[src/hw/rtl/tmhs_pkg.sv]
// package for the timer min-heap scheduler
// types, codes and constants shared by controller, datapath and top level
`timescale 1ns / 1ps

package tmhs_pkg;

  localparam int unsigned DEFAULT_CAPACITY = 32;
  localparam int unsigned MAX_FIRINGS      = 32;
  localparam int unsigned FIRE_W           = $clog2(MAX_FIRINGS + 1);
  localparam int unsigned TIME_W           = 48;
  localparam int unsigned IVAL_W           = 24;
  localparam int unsigned TAG_W            = 32;

  typedef enum logic [1:0] {
    OP_TICK          = 2'd0,
    OP_ARM_PERIODIC  = 2'd1,
    OP_ARM_ONESHOT   = 2'd2,
    OP_CANCEL        = 2'd3
  } op_e;

  typedef enum logic [2:0] {
    KIND_ARMED     = 3'd0,
    KIND_REJECTED  = 3'd1,
    KIND_CANCELLED = 3'd2,
    KIND_NOT_FOUND = 3'd3,
    KIND_FIRED     = 3'd4
  } kind_e;

  typedef enum logic [3:0] {
    S_IDLE, S_TICK, S_ARM, S_SCAN_RD, S_SCAN_CMP, S_REM_RD, S_REM_LD,
    S_DN_RD, S_DN_CMP, S_UP_RD, S_UP_CMP, S_DONE, S_CHK_RD, S_CHK, S_EMIT
  } state_e;

  typedef enum logic [1:0] {
    PH_ARM, PH_CANCEL, PH_FIRE_REM, PH_FIRE_INS
  } phase_e;

  typedef struct packed {
    logic [TIME_W-1:0] expiry;
    logic [IVAL_W-1:0] interval;
    logic [TAG_W-1:0]  tag;
    logic              oneshot;
  } entry_t;

  typedef struct packed {
    logic  latch_in;
    logic  tick;
    logic  load_new;
    logic  load_rearm;
    logic  rd_parent;
    logic  up_move;
    logic  wr_elem;
    logic  rd_kids;
    logic  dn_move;
    logic  rd_scan;
    logic  scan_next;
    logic  scan_hit;
    logic  rd_last;
    logic  rem_load;
    logic  rd_root;
    logic  fire_take;
    logic  emit_pend;
    logic  emit_res;
    logic  emit_last;
    kind_e res_kind;
  } cmd_t;

  typedef struct packed {
    logic full;
    logic pos_zero;
    logic up_less;
    logic has_kid;
    logic dn_less;
    logic moved;
    logic scan_end;
    logic scan_match;
    logic rem_is_last;
    logic fire_due;
    logic fire_periodic;
    logic pend;
    logic out_free;
  } status_t;

endpackage

[src/hw/rtl/tmhs_ctrl.sv]
// controller state machine for the timer min-heap scheduler
// sequences scan, removal, sift and firing steps; uses tmhs_pkg
`timescale 1ns / 1ps

module tmhs_ctrl import tmhs_pkg::*; (
  input  logic    clk_i,
  input  logic    rst_ni,
  input  logic    in_valid_i,
  output logic    in_ready_o,
  input  logic [1:0] operation_i,
  input  status_t st_i,
  output cmd_t    cmd_o
);

  state_e state_q, state_d;
  phase_e phase_q, phase_d;
  kind_e  kind_q, kind_d;
  op_e    op_in;

  assign op_in = op_e'(operation_i);

  always_ff @(posedge clk_i or negedge rst_ni) begin
    if (!rst_ni) begin
      state_q <= S_IDLE;
      phase_q <= PH_ARM;
      kind_q  <= KIND_ARMED;
    end else begin
      state_q <= state_d;
      phase_q <= phase_d;
      kind_q  <= kind_d;
    end
  end

  always_comb begin
    state_d = state_q;
    phase_d = phase_q;
    kind_d  = kind_q;
    unique case (state_q)
      S_IDLE: begin
        if (in_valid_i) begin
          unique case (op_in)
            OP_TICK:                          state_d = S_TICK;
            OP_ARM_PERIODIC, OP_ARM_ONESHOT:  state_d = S_ARM;
            OP_CANCEL:                        state_d = S_SCAN_RD;
            default:                          state_d = S_IDLE;
          endcase
        end
      end
      S_TICK:   state_d = S_CHK_RD;
      S_ARM: begin
        if (st_i.full) begin
          kind_d  = KIND_REJECTED;
          state_d = S_EMIT;
        end else begin
          phase_d = PH_ARM;
          state_d = S_UP_RD;
        end
      end
      S_SCAN_RD: begin
        if (st_i.scan_end) begin
          kind_d  = KIND_NOT_FOUND;
          state_d = S_EMIT;
        end else begin
          state_d = S_SCAN_CMP;
        end
      end
      S_SCAN_CMP: begin
        if (st_i.scan_match) begin
          phase_d = PH_CANCEL;
          state_d = S_REM_RD;
        end else begin
          state_d = S_SCAN_RD;
        end
      end
      S_REM_RD: state_d = S_REM_LD;
      S_REM_LD: state_d = st_i.rem_is_last ? S_DONE : S_DN_RD;
      S_DN_RD: begin
        if (!st_i.has_kid) state_d = st_i.moved ? S_DONE : S_UP_RD;
        else               state_d = S_DN_CMP;
      end
      S_DN_CMP: begin
        if (st_i.dn_less) state_d = S_DN_RD;
        else              state_d = st_i.moved ? S_DONE : S_UP_RD;
      end
      S_UP_RD:  state_d = st_i.pos_zero ? S_DONE : S_UP_CMP;
      S_UP_CMP: state_d = st_i.up_less ? S_UP_RD : S_DONE;
      S_DONE: begin
        unique case (phase_q)
          PH_ARM: begin
            kind_d  = KIND_ARMED;
            state_d = S_EMIT;
          end
          PH_CANCEL: begin
            kind_d  = KIND_CANCELLED;
            state_d = S_EMIT;
          end
          PH_FIRE_REM: begin
            if (st_i.fire_periodic) begin
              phase_d = PH_FIRE_INS;
              state_d = S_UP_RD;
            end else begin
              state_d = S_CHK_RD;
            end
          end
          PH_FIRE_INS: state_d = S_CHK_RD;
          default:     state_d = S_CHK_RD;
        endcase
      end
      S_CHK_RD: state_d = S_CHK;
      S_CHK: begin
        if (!st_i.pend || st_i.out_free) begin
          if (st_i.fire_due) begin
            phase_d = PH_FIRE_REM;
            state_d = S_REM_RD;
          end else begin
            state_d = S_IDLE;
          end
        end
      end
      S_EMIT:   if (st_i.out_free) state_d = S_IDLE;
      default:  state_d = S_IDLE;
    endcase
  end

  always_comb begin
    cmd_o          = '0;
    cmd_o.res_kind = kind_q;
    in_ready_o     = 1'b0;
    unique case (state_q)
      S_IDLE: begin
        in_ready_o     = 1'b1;
        cmd_o.latch_in = in_valid_i;
      end
      S_TICK:     cmd_o.tick = 1'b1;
      S_ARM:      cmd_o.load_new = !st_i.full;
      S_SCAN_RD:  cmd_o.rd_scan = !st_i.scan_end;
      S_SCAN_CMP: begin
        cmd_o.scan_hit  = st_i.scan_match;
        cmd_o.scan_next = !st_i.scan_match;
      end
      S_REM_RD:   cmd_o.rd_last = 1'b1;
      S_REM_LD:   cmd_o.rem_load = 1'b1;
      S_DN_RD: begin
        cmd_o.rd_kids = st_i.has_kid;
        cmd_o.wr_elem = !st_i.has_kid && st_i.moved;
      end
      S_DN_CMP: begin
        cmd_o.dn_move = st_i.dn_less;
        cmd_o.wr_elem = !st_i.dn_less && st_i.moved;
      end
      S_UP_RD: begin
        cmd_o.rd_parent = !st_i.pos_zero;
        cmd_o.wr_elem   = st_i.pos_zero;
      end
      S_UP_CMP: begin
        cmd_o.up_move = st_i.up_less;
        cmd_o.wr_elem = !st_i.up_less;
      end
      S_DONE:     cmd_o.load_rearm = (phase_q == PH_FIRE_REM) && st_i.fire_periodic;
      S_CHK_RD:   cmd_o.rd_root = 1'b1;
      S_CHK: begin
        if (!st_i.pend || st_i.out_free) begin
          cmd_o.emit_pend = st_i.pend;
          cmd_o.emit_last = !st_i.fire_due;
          cmd_o.fire_take = st_i.fire_due;
        end
      end
      S_EMIT:     cmd_o.emit_res = st_i.out_free;
      default:    cmd_o = '0;
    endcase
  end

endmodule

[config.mk]
export PLATFORM = sky130hd
export DESIGN_NAME = tmhs_ctrl
export DESIGN_NICKNAME = d
export VERILOG_FILES = /design/src/hw/rtl/tmhs_pkg.sv /design/src/hw/rtl/tmhs_ctrl.sv
export SDC_FILE = /design/constraint.sdc
export NUM_CORES = 1
export LEC_CHECK = 0
export ABC_AREA = 1
export BUFFER_PORTS_ARGS = -buffer_cell sky130_fd_sc_hd__buf_2
export CAP_MARGIN = 20
export CELL_PAD_IN_SITES_DETAIL_PLACEMENT = 0
export CELL_PAD_IN_SITES_GLOBAL_PLACEMENT = 1
export CORE_ASPECT_RATIO = 1.25
export CORE_MARGIN = 2
export CORE_UTILIZATION = 31
export CTS_CLUSTER_DIAMETER = 40
export CTS_CLUSTER_SIZE = 30
export DETAILED_ROUTE_END_ITERATION = 16
export PLACE_DENSITY_LB_ADDON = 0.25
export SLEW_MARGIN = 30
export SYNTH_ARGS = -nofsm -noshare
export SYNTH_HDL_FRONTEND = slang
export SYNTH_SLANG_ARGS = --single-unit
[constraint.sdc]
create_clock -name clk_i -period 2.1 [get_ports clk_i]
set_input_delay 0.105 -clock clk_i [delete_from_list [all_inputs] [get_ports clk_i]]
set_output_delay 0.105 -clock clk_i [all_outputs]
set_load 0.05 [all_outputs]
==> results.ini, run 1 <==
[detailed_routing]
vias_per_cell = 4.764
wl_per_cell_um = 11.23
vias = 1153
drt_first_pass_iters = 4
ant_nets = 0
routed_wl_um = 2717
drt_iter0_drc = 28
drcViolationCount = 0

[worst_setup_path]
cp.arrival_ns = 1.78
crit_fanout = 8
start_kind = flop
reg2reg_slack_ns = 0.60
end_kind = primary output
crit_start = state_q[2]
crit_type = flop to primary output
rr_endpoint = state_q[1]
reg2reg_depth = 8
crit_end = cmd_o[15]
crit_required_ns = 2.00
r2r_start = state_q[2]

[min_path]
hp-class = input port to flop
whs_path_depth = 3

[timing]
fmax_mhz = 530.9
setup_ws_ns = 0.2164
hold_viol = 0
setup_viol = 0
skew_ns = 0.002867
rsz0062_at_grt = no
fin_crit_ns = 1.884
hold_slack_ns = 0.1319
drv_slew = 0
min_period_over_period = 0.8970
setup_tns_ns = 0

[cts]
clk_latency_ns = 0.25
cts_setup_buffers = 0
clkTransAtPathRegs_ns = 0.05
cts_sinks = 8
cts_tree = yes
root_buffer = clkbuf_4
cts_made_buffers = 3
clock_path_buffers = 2
ctsHtreeMaxLevel = 1

[placement]
globalplace.congestion = 1.051
dpl.cell_count = 238
place_hpwl_um = 2373
io_buffers = 39
pre_cts_slack_ns = 0.4689

[power]
vdd_drop_max_mv = 0.5721
p_leak_nw = 0.8160
powerDensity_nw_per_um2 = 1425
total_power_mw = 1.644

[final_layout]
num-nets-final = 229
area_growth_pct = 29.49
drive_gt1_frac = 0.2500
diodes = 0
final_cell_count_no_fill = 242

[global_route]
overflow = 0
grt_pass1_vias = 1074
antenna_found_initial = 0
grt_max_degree = 10
grt_pass1_wl_um = 4360
grt.total_usage = 0.1689

[logic_synthesis]
yosysMostFrequentCell = nand2_1
syn_inst = 166
synth.area.top_cells = dfrtp_1 22%, nand2_1 20%, inv_1 13%, nor2_1 12%, nand3_1 9.6%
synth_commonest_cells = 48 x nand2_1, 32 x inv_1, 28 x nor2_1, 17 x nand3_1, 8 x dfrtp_1
synth_area_um2 = 890.9
synthArstFlopShare = 1.000
yosysTopAreaCell = dfrtp_1
synth_top_area_frac = 0.2247
synthDistinctLibCells = 20
syn-num-nets = 185
ys_warn_count = 0
synth_edf_count = 0
synth_ff_type = dfrtp_1
yosysSeqAreaShare = 0.2247
ys_ff_latch = 8
avgSynthCellArea_um2 = 5.367

[die]
start_util = 0.3292
core_area_um2 = 2706
die_w_um = 51.95
std_cell_rows = 21
die_h_um = 63.94
ios = 41
die-area_um2 = 3321

[run]
max_cap_violations = 0

[status]
status = finished, final reports clean

==> cell usage in the layout, fill, tap and decap left out <==
| cell type | instances |
|---|---|
| or2_1 | 2 |
| nand2_1 | 48 |
| nor2_4 | 1 |
| a21oi_1 | 1 |
| dlygate4sd3_1 | 1 |
| nand3_1 | 17 |
| nand2_2 | 2 |
| o211ai_1 | 2 |
| dfrtp_1 | 8 |
| nor3_1 | 5 |
| buf_2 | 39 |
| inv_1 | 32 |
| nor2_2 | 4 |
| o21ai_1 | 2 |
| clkbuf_4 | 3 |
| ha_1 | 1 |
| nand3b_1 | 2 |
| conb_1 | 1 |
| nand4_1 | 3 |
| inv_2 | 3 |
| o21ai_0 | 3 |
| nor2_1 | 28 |
==> per-layer routing <==
metal  track usage  up-vias  part of all wire
met5             0        -                 0
met4       0.08553        0             0.032
met3      0.007009        9             0.052
met2        0.2864       47              0.49
met1        0.2116      502              0.43
li1              -      595                 -
==> what timing repair did <==
action                                 CTS  global route
gates resized for setup                  0             0
hold buffers                             1             0
endpoints found under the hold margin    8             0
==> critical path, cell delays in order, from the launching register on <==
cell	delay, ns
dfrtp_1	0.45
inv_2	0.07
nor2_2	0.29
nand3_1	0.15
nand2_1	0.09
nand2_1	0.06
o211ai_1	0.14
buf_2	0.28
==> how the worst min path moves through the flow <==
stage	start	to	slack, ns
floorplan	rst_ni	kind_q[0]	-0.19
global placement	rst_ni	kind_q[0]	-0.05
global route	st_i[4]	state_q[3]	0.15
finish	st_i[4]	state_q[3]	0.13
CTS	st_i[4]	state_q[3]	0.13
detailed placement	rst_ni	kind_q[0]	-0.04
==> where the power goes <==
| group | switching (mW) | internal (mW) |
|---|---|---|
| Clock | 0.0480 | 0.0651 |
| Sequential | 0.0771 | 0.226 |
| Combinational | 0.906 | 0.322 |
| Total | 1.03 | 0.613 |
==> logic make-up after synthesis <==
| logic type | share of synthesized area |
|---|---|
| buffers and inverters | 0.1559 |
| AO/OA/AOI/OAI | 0.05055 |
| AND/OR/NAND/NOR | 0.5505 |
| flip-flops | 0.2247 |
| adder cells (fa/ha/maj) | 0.01404 |
| other | 0.004209 |
==> sequential cells by signal, summed over array words and instances (netlist names) <==
signal / cells
phase_q: 2
kind_q: 2
state_q: 4
==> through the flow <==
stage	cell area, um2	utilization
2_1_floorplan	890.9	-
3_3_place_gp	1121	0.4142
3_5_place_dp	1121	0.4142
4_1_cts	1154	0.4263
5_1_grt	1154	0.4263
6_report	1154	0.4263
==> cell type report <==
class / instances / area [um2]
inverter: 35 / 131.4
sequential: 8 / 200.2
fill: 318 / 1553
multi-input combinational: 122 / 551.8
tap: 34 / 42.54
timing repair buffer: 40 / 205.2
clock buffer: 3 / 22.52
(Power assumes the default switching activity.)
==> inputs of run 2 (changes only) <==
--- a/config.mk
+++ b/config.mk
@@ -11,12 +11,11 @@
 export CELL_PAD_IN_SITES_DETAIL_PLACEMENT = 0
 export CELL_PAD_IN_SITES_GLOBAL_PLACEMENT = 1
 export CORE_ASPECT_RATIO = 1.25
-export CORE_MARGIN = 2
 export CORE_UTILIZATION = 31
 export CTS_CLUSTER_DIAMETER = 40
 export CTS_CLUSTER_SIZE = 30
 export DETAILED_ROUTE_END_ITERATION = 16
-export PLACE_DENSITY_LB_ADDON = 0.25
+export PLACE_DENSITY = 0.85
 export SLEW_MARGIN = 30
 export SYNTH_ARGS = -nofsm -noshare
 export SYNTH_HDL_FRONTEND = slang
==> results.ini, run 2 (synthesis gave the netlist of run 1 again) <==
[status]
status = finished, final reports clean

[worst_setup_path]
cp.arrival_ns = 1.81  ; +0.03 ns
reg2reg_depth = 8  ; unchanged
crit_fanout = 8  ; unchanged
crit_type = flop to primary output
start_kind = flop
reg2reg_slack_ns = 0.58  ; -0.02 ns
crit_required_ns = 2.00  ; about the same
end_kind = primary output
r2r_start = state_q[1]
rr_endpoint = state_q[0]

[die]
ios = 41  ; unchanged
die_h_um = 61.94  ; -3.1%
std_cell_rows = 21  ; unchanged
start_util = 0.3292  ; unchanged
core_area_um2 = 2706  ; unchanged
die_w_um = 49.95  ; -3.9%
die-area_um2 = 3093  ; -6.9%

[timing]
min_period_over_period = 0.9124  ; +0.01544
setup_ws_ns = 0.1840  ; -0.03242 ns
rsz0062_at_grt = no
fin_crit_ns = 1.916  ; +0.03241 ns
skew_ns = 0.006769  ; +0.003902 ns
fmax_mhz = 521.9  ; -1.7%
drv_slew = 0  ; unchanged
setup_tns_ns = 0  ; unchanged
hold_viol = 0  ; unchanged
setup_viol = 0  ; unchanged

[detailed_routing]
vias = 1131  ; -1.9%
drcViolationCount = 0  ; unchanged
routed_wl_um = 2649  ; -2.5%
ant_nets = 0  ; unchanged
vias_per_cell = 4.674  ; -1.9%
drt_iter0_drc = 34  ; +21%
drt_first_pass_iters = 4  ; unchanged
wl_per_cell_um = 10.95  ; -2.5%

[cts]
cts_sinks = 8  ; unchanged
ctsHtreeMaxLevel = 1  ; unchanged
clk_latency_ns = 0.25  ; about the same
clkTransAtPathRegs_ns = 0.06  ; about the same
cts_tree = yes
cts_hold_buffers = 1  ; unchanged
cts_setup_buffers = 0  ; unchanged
cts_made_buffers = 3  ; unchanged
clock_path_buffers = 2  ; unchanged
ctsResizeCount = 0  ; unchanged
root_buffer = clkbuf_4

[power]
p_leak_nw = 0.8160  ; unchanged
powerDensity_nw_per_um2 = 1431  ; +0.38%
total_power_mw = 1.650  ; +0.38%
vdd_drop_max_mv = 0.7104  ; +24%

[placement]
placed_cell_area_um2 = 1121  ; unchanged
pre_cts_slack_ns = 0.4753  ; +0.006384 ns
dpl.cell_count = 238  ; unchanged
place_hpwl_um = 2237  ; -5.7%
io_buffers = 39  ; unchanged
globalplace.congestion = 0.9908  ; -5.8%

[final_layout]
area_growth_pct = 29.49  ; unchanged
stdcell_area_um2 = 1154  ; unchanged
final_cell_mix = 48 x nand2_1, 39 x buf_2, 32 x inv_1
top_register = state_q
final_common_cell = nand2_1
final_cell_count_no_fill = 242  ; unchanged
reg.largest.list = state_q: 4 flops, kind_q: 2 flops, phase_q: 2 flops
num-nets-final = 229  ; unchanged
drive_gt1_frac = 0.2500  ; unchanged
diodes = 0  ; unchanged
largest_reg_flops = 4  ; unchanged

[min_path]
whs_path_depth = 3  ; unchanged
whs_endpoint = state_q[3]
hold_start = st_i[4]
hp-class = input port to flop

[global_route]
grt.total_usage = 0.1794  ; +0.01051
grt_pass1_vias = 960  ; -11%
grt_max_degree = 10  ; unchanged
grt_pass1_wl_um = 4209  ; -3.5%
antenna_found_initial = 0  ; unchanged
overflow = 0  ; unchanged

[run]
max_cap_violations = 0  ; unchanged

[run 2: cell counts in the layout (fill, tap and decap cells not counted)]
Identical to the previous run, type by type.
[run 2: how the worst max path moves through the flow]
stage	startpoint	endpoint	slack [ns]	depth (start not counted)
2_1_floorplan	state_q[1]	cmd_o[5]	0.09	5
3_3_place_gp	state_q[1]	cmd_o[15]	0.51	6
3_5_place_dp	state_q[2]	cmd_o[15]	0.48	7
4_1_cts	state_q[2]	cmd_o[15]	0.20	7
5_1_grt	state_q[2]	cmd_o[15]	0.08	7
6_report	state_q[2]	cmd_o[15]	0.18	7
[run 2: stage by stage]
stage | hold WS (ns) | util
finish | 0.1060 | 0.4263
global route | 0.1232 | 0.4263
CTS | 0.1130 | 0.4263
detailed placement | -0.03897 | 0.4142
global placement | -0.03940 | 0.4142
floorplan | -0.1906 | -
[run 2: layer usage]
metal | global-route usage | routed length (um)
met5 | 0 | 0
met4 | 0.07755 | 62
met3 | 0.01217 | 119
met2 | 0.3012 | 1242
met1 | 0.2404 | 1225
[run 2: worst max-delay path: stages (launching register included)]
cell and delay (ns):
dfrtp_1 0.45, inv_2 0.07, nor2_2 0.28, nand3_1 0.16
nand2_1 0.09, nand2_1 0.06, o211ai_1 0.15, buf_2 0.28
[run 2: cell type report]
type                    count  area, um2
flip-flops and latches      8      200.2
repair buffers             40      205.2
fillers                   313       1553
well taps                  34      42.54
multi-input cells         122      551.8
inverters                  35      131.4
clock buffers               3      22.52
[run 2: power breakdown]
part	switching [mW]	internal (mW)	leakage [nW]
combinational	0.908	0.323	0.702
sequential	0.0746	0.226	0.0999
clock	0.0538	0.0655	0.0138
total	1.04	0.614	0.816
==> inputs of run 3 (changes only) <==
--- a/config.mk
+++ b/config.mk
@@ -10,7 +10,7 @@
 export CAP_MARGIN = 20
 export CELL_PAD_IN_SITES_DETAIL_PLACEMENT = 0
 export CELL_PAD_IN_SITES_GLOBAL_PLACEMENT = 1
-export CORE_ASPECT_RATIO = 1.25
+export CORE_ASPECT_RATIO = 0.6
 export CORE_UTILIZATION = 31
 export CTS_CLUSTER_DIAMETER = 40
 export CTS_CLUSTER_SIZE = 30
==> results.ini, run 3 (synthesis gave the netlist of run 1 again) <==
[status]
status = finished with violations
violations = DRC

[worst_setup_path]
rr_endpoint = kind_q[0]
path_depth = 7  ; unchanged
reg2reg_depth = 8  ; unchanged
cp_cell_sequence = inv_2 -> nor2_2 -> nand3_1 -> nand2_1 -> nand2_1 -> o211ai_1 -> buf_2
crit_required_ns = 2.00  ; about the same
critPathSlowestCell = dfrtp_1
max_stage_delay_ns = 0.44  ; about the same
crit_fanout = 8  ; unchanged
r2r_start = state_q[0]
start_kind = flop
cp.arrival_ns = 1.73  ; -0.08 ns
end_kind = primary output
crit_top_cell = nand2_1
crit_family = simple AND/OR/NAND/NOR gates
crit_type = flop to primary output
reg2reg_slack_ns = 0.56  ; -0.02 ns
path_buf_inv = 2  ; unchanged

[cts]
ctsResizeCount = 0  ; unchanged
ctsHtreeMaxLevel = 1  ; unchanged
cts_hold_buffers = 1  ; unchanged
cts_sinks = 8  ; unchanged
clk_latency_ns = 0.23  ; -0.02 ns
clkTransAtPathRegs_ns = 0.04  ; -0.02 ns
clock_path_buffers = 2  ; unchanged
cts_tree = yes
cts_made_buffers = 3  ; unchanged
cts_setup_buffers = 0  ; unchanged
root_buffer = clkbuf_8

[timing]
hold_viol = 0  ; unchanged
setup_ws_ns = 0.2675  ; +0.08354 ns
drv_slew = 0  ; unchanged
hold_slack_ns = 0.1391  ; +0.03308 ns
setup_tns_ns = 0  ; unchanged
fin_crit_ns = 1.832  ; -0.08353 ns
fmax_mhz = 545.7  ; +4.6%
rsz0062_at_grt = no
skew_ns = 0.003948  ; -0.002821 ns
min_period_over_period = 0.8726  ; -0.03978
setup_viol = 0  ; unchanged

[final_layout]
fillers = 304  ; -2.9%
num-nets-final = 229  ; unchanged
final_cell_count_no_fill = 240  ; -0.83%
final_common_cell = nand2_1
top_register = state_q
largest_reg_flops = 4  ; unchanged
diodes = 0  ; unchanged
reg.largest.list = state_q: 4 flops, kind_q: 2 flops, phase_q: 2 flops
area_growth_pct = 31.32
final_cell_mix = 48 x nand2_1, 39 x buf_2, 32 x inv_1
drive_gt1_frac = 0.2500  ; unchanged
stdcell_area_um2 = 1170  ; +1.4%

[die]
die_h_um = 43.53  ; -30%
die-area_um2 = 3099  ; +0.19%
std_cell_rows = 14  ; -33%
core_area_um2 = 2610  ; -3.6%
start_util = 0.3413  ; +0.01215
ios = 41  ; unchanged
die_w_um = 71.21  ; +43%

[power]
p_sw_frac = 0.6119  ; -0.01620
clkPwrFrac = 0.107  ; +0.035
switching_power_mw = 1.061  ; +2.4%
vdd_drop_max_mv = 0.4285  ; -40%
combPwrFrac = 0.717  ; -0.029
p_int_mw = 0.6729  ; +9.6%
p_leak_nw = 0.8237  ; +0.95%
p_seq_frac = 0.176  ; -0.006
powerDensity_nw_per_um2 = 1482  ; +3.6%

[detailed_routing]
wl_met3_um = 265  ; +120%
vias = 1127  ; -0.35%
vias_per_cell = 4.696  ; +0.48%
wl_per_cell_um = 11.90  ; +8.7%
drt_iter0_drc = 113  ; +230%
ant_nets = 0  ; unchanged
route.top_layer_used = met3
drcViolationCount = 3  ; +3
routed_wl_um = 2856  ; +7.8%
drt_first_pass_iters = 10  ; +6
wl_met2_um = 1099  ; -12%
wl_met1_um = 1492  ; +22%

[min_path]
whs_path_depth = 3  ; unchanged
whs_endpoint = state_q[3]
hp-class = input port to flop
hold_start = st_i[4]

[global_route]
antenna_found_initial = 0  ; unchanged
grt_max_degree = 10  ; unchanged
grt_pass1_vias = 984  ; +2.5%
overflow = 0  ; unchanged
grt.total_usage = 0.1959  ; +0.01655
grt_pass1_wl_um = 4692  ; +11%

[placement]
globalplace.congestion = 0.9152  ; -7.6%
dpl.cell_count = 236  ; -0.84%
io_buffers = 39  ; unchanged
pre_cts_slack_ns = 0.5251  ; +0.04982 ns
place_hpwl_um = 2389  ; +6.8%
placed_cell_area_um2 = 1119  ; -0.22%

[run]
max_cap_violations = 0  ; unchanged

## run 3: worst register-to-register path, stage by stage (launching register included)
cell and delay, ns:
dfrtp_1 0.43, inv_1 0.14, nand2_1 0.11, nor2_1 0.25
nand2_1 0.16, o21ai_1 0.12, a21oi_1 0.08, nor2_1 0.10
nor2_1 0.04
## run 3: power by group through the flow
stage	logic (mW)	registers [mW]	clock network (mW)
after detailed placement	1.23	0.302	0
after CTS	1.23	0.302	0.187
after global routing	1.37	0.317	0.197
after global placement	1.24	0.298	0
final	1.24	0.305	0.185
after floorplan	0.952	0.290	0
## run 3: layer usage
| metal | up-vias | global-route usage |
|---|---|---|
| li1 | 590 | - |
| met1 | 481 | 0.3063 |
| met2 | 56 | 0.2705 |
| met3 | 0 | 0.04419 |
| met4 | 0 | 0.04000 |
| met5 | - | 0 |
## run 3: stage by stage
step	util	total power, mW
3_3_place_gp	0.4286	1.535
2_1_floorplan	-	1.241
6_report	0.4482	1.734
4_1_cts	0.4482	1.721
5_1_grt	0.4482	1.885
3_5_place_dp	0.4286	1.528
## run 3: how the worst max path moves through the flow
stage,to,startpoint
2_1_floorplan,cmd_o[5],state_q[1]
3_3_place_gp,cmd_o[5],state_q[1]
3_5_place_dp,cmd_o[15],state_q[2]
4_1_cts,cmd_o[15],state_q[2]
5_1_grt,cmd_o[15],state_q[2]
6_report,cmd_o[15],state_q[2]
## run 3: final cells by class
class	instances	area (um2)	area share
sequential	8	200.2	0.1711
inverter	35	131.4	0.1123
multi-input combinational	122	551.8	0.4717
clock buffer	3	41.29	0.03529
timing repair buffer	40	205.2	0.1754
tap	32	40.04	0.03422
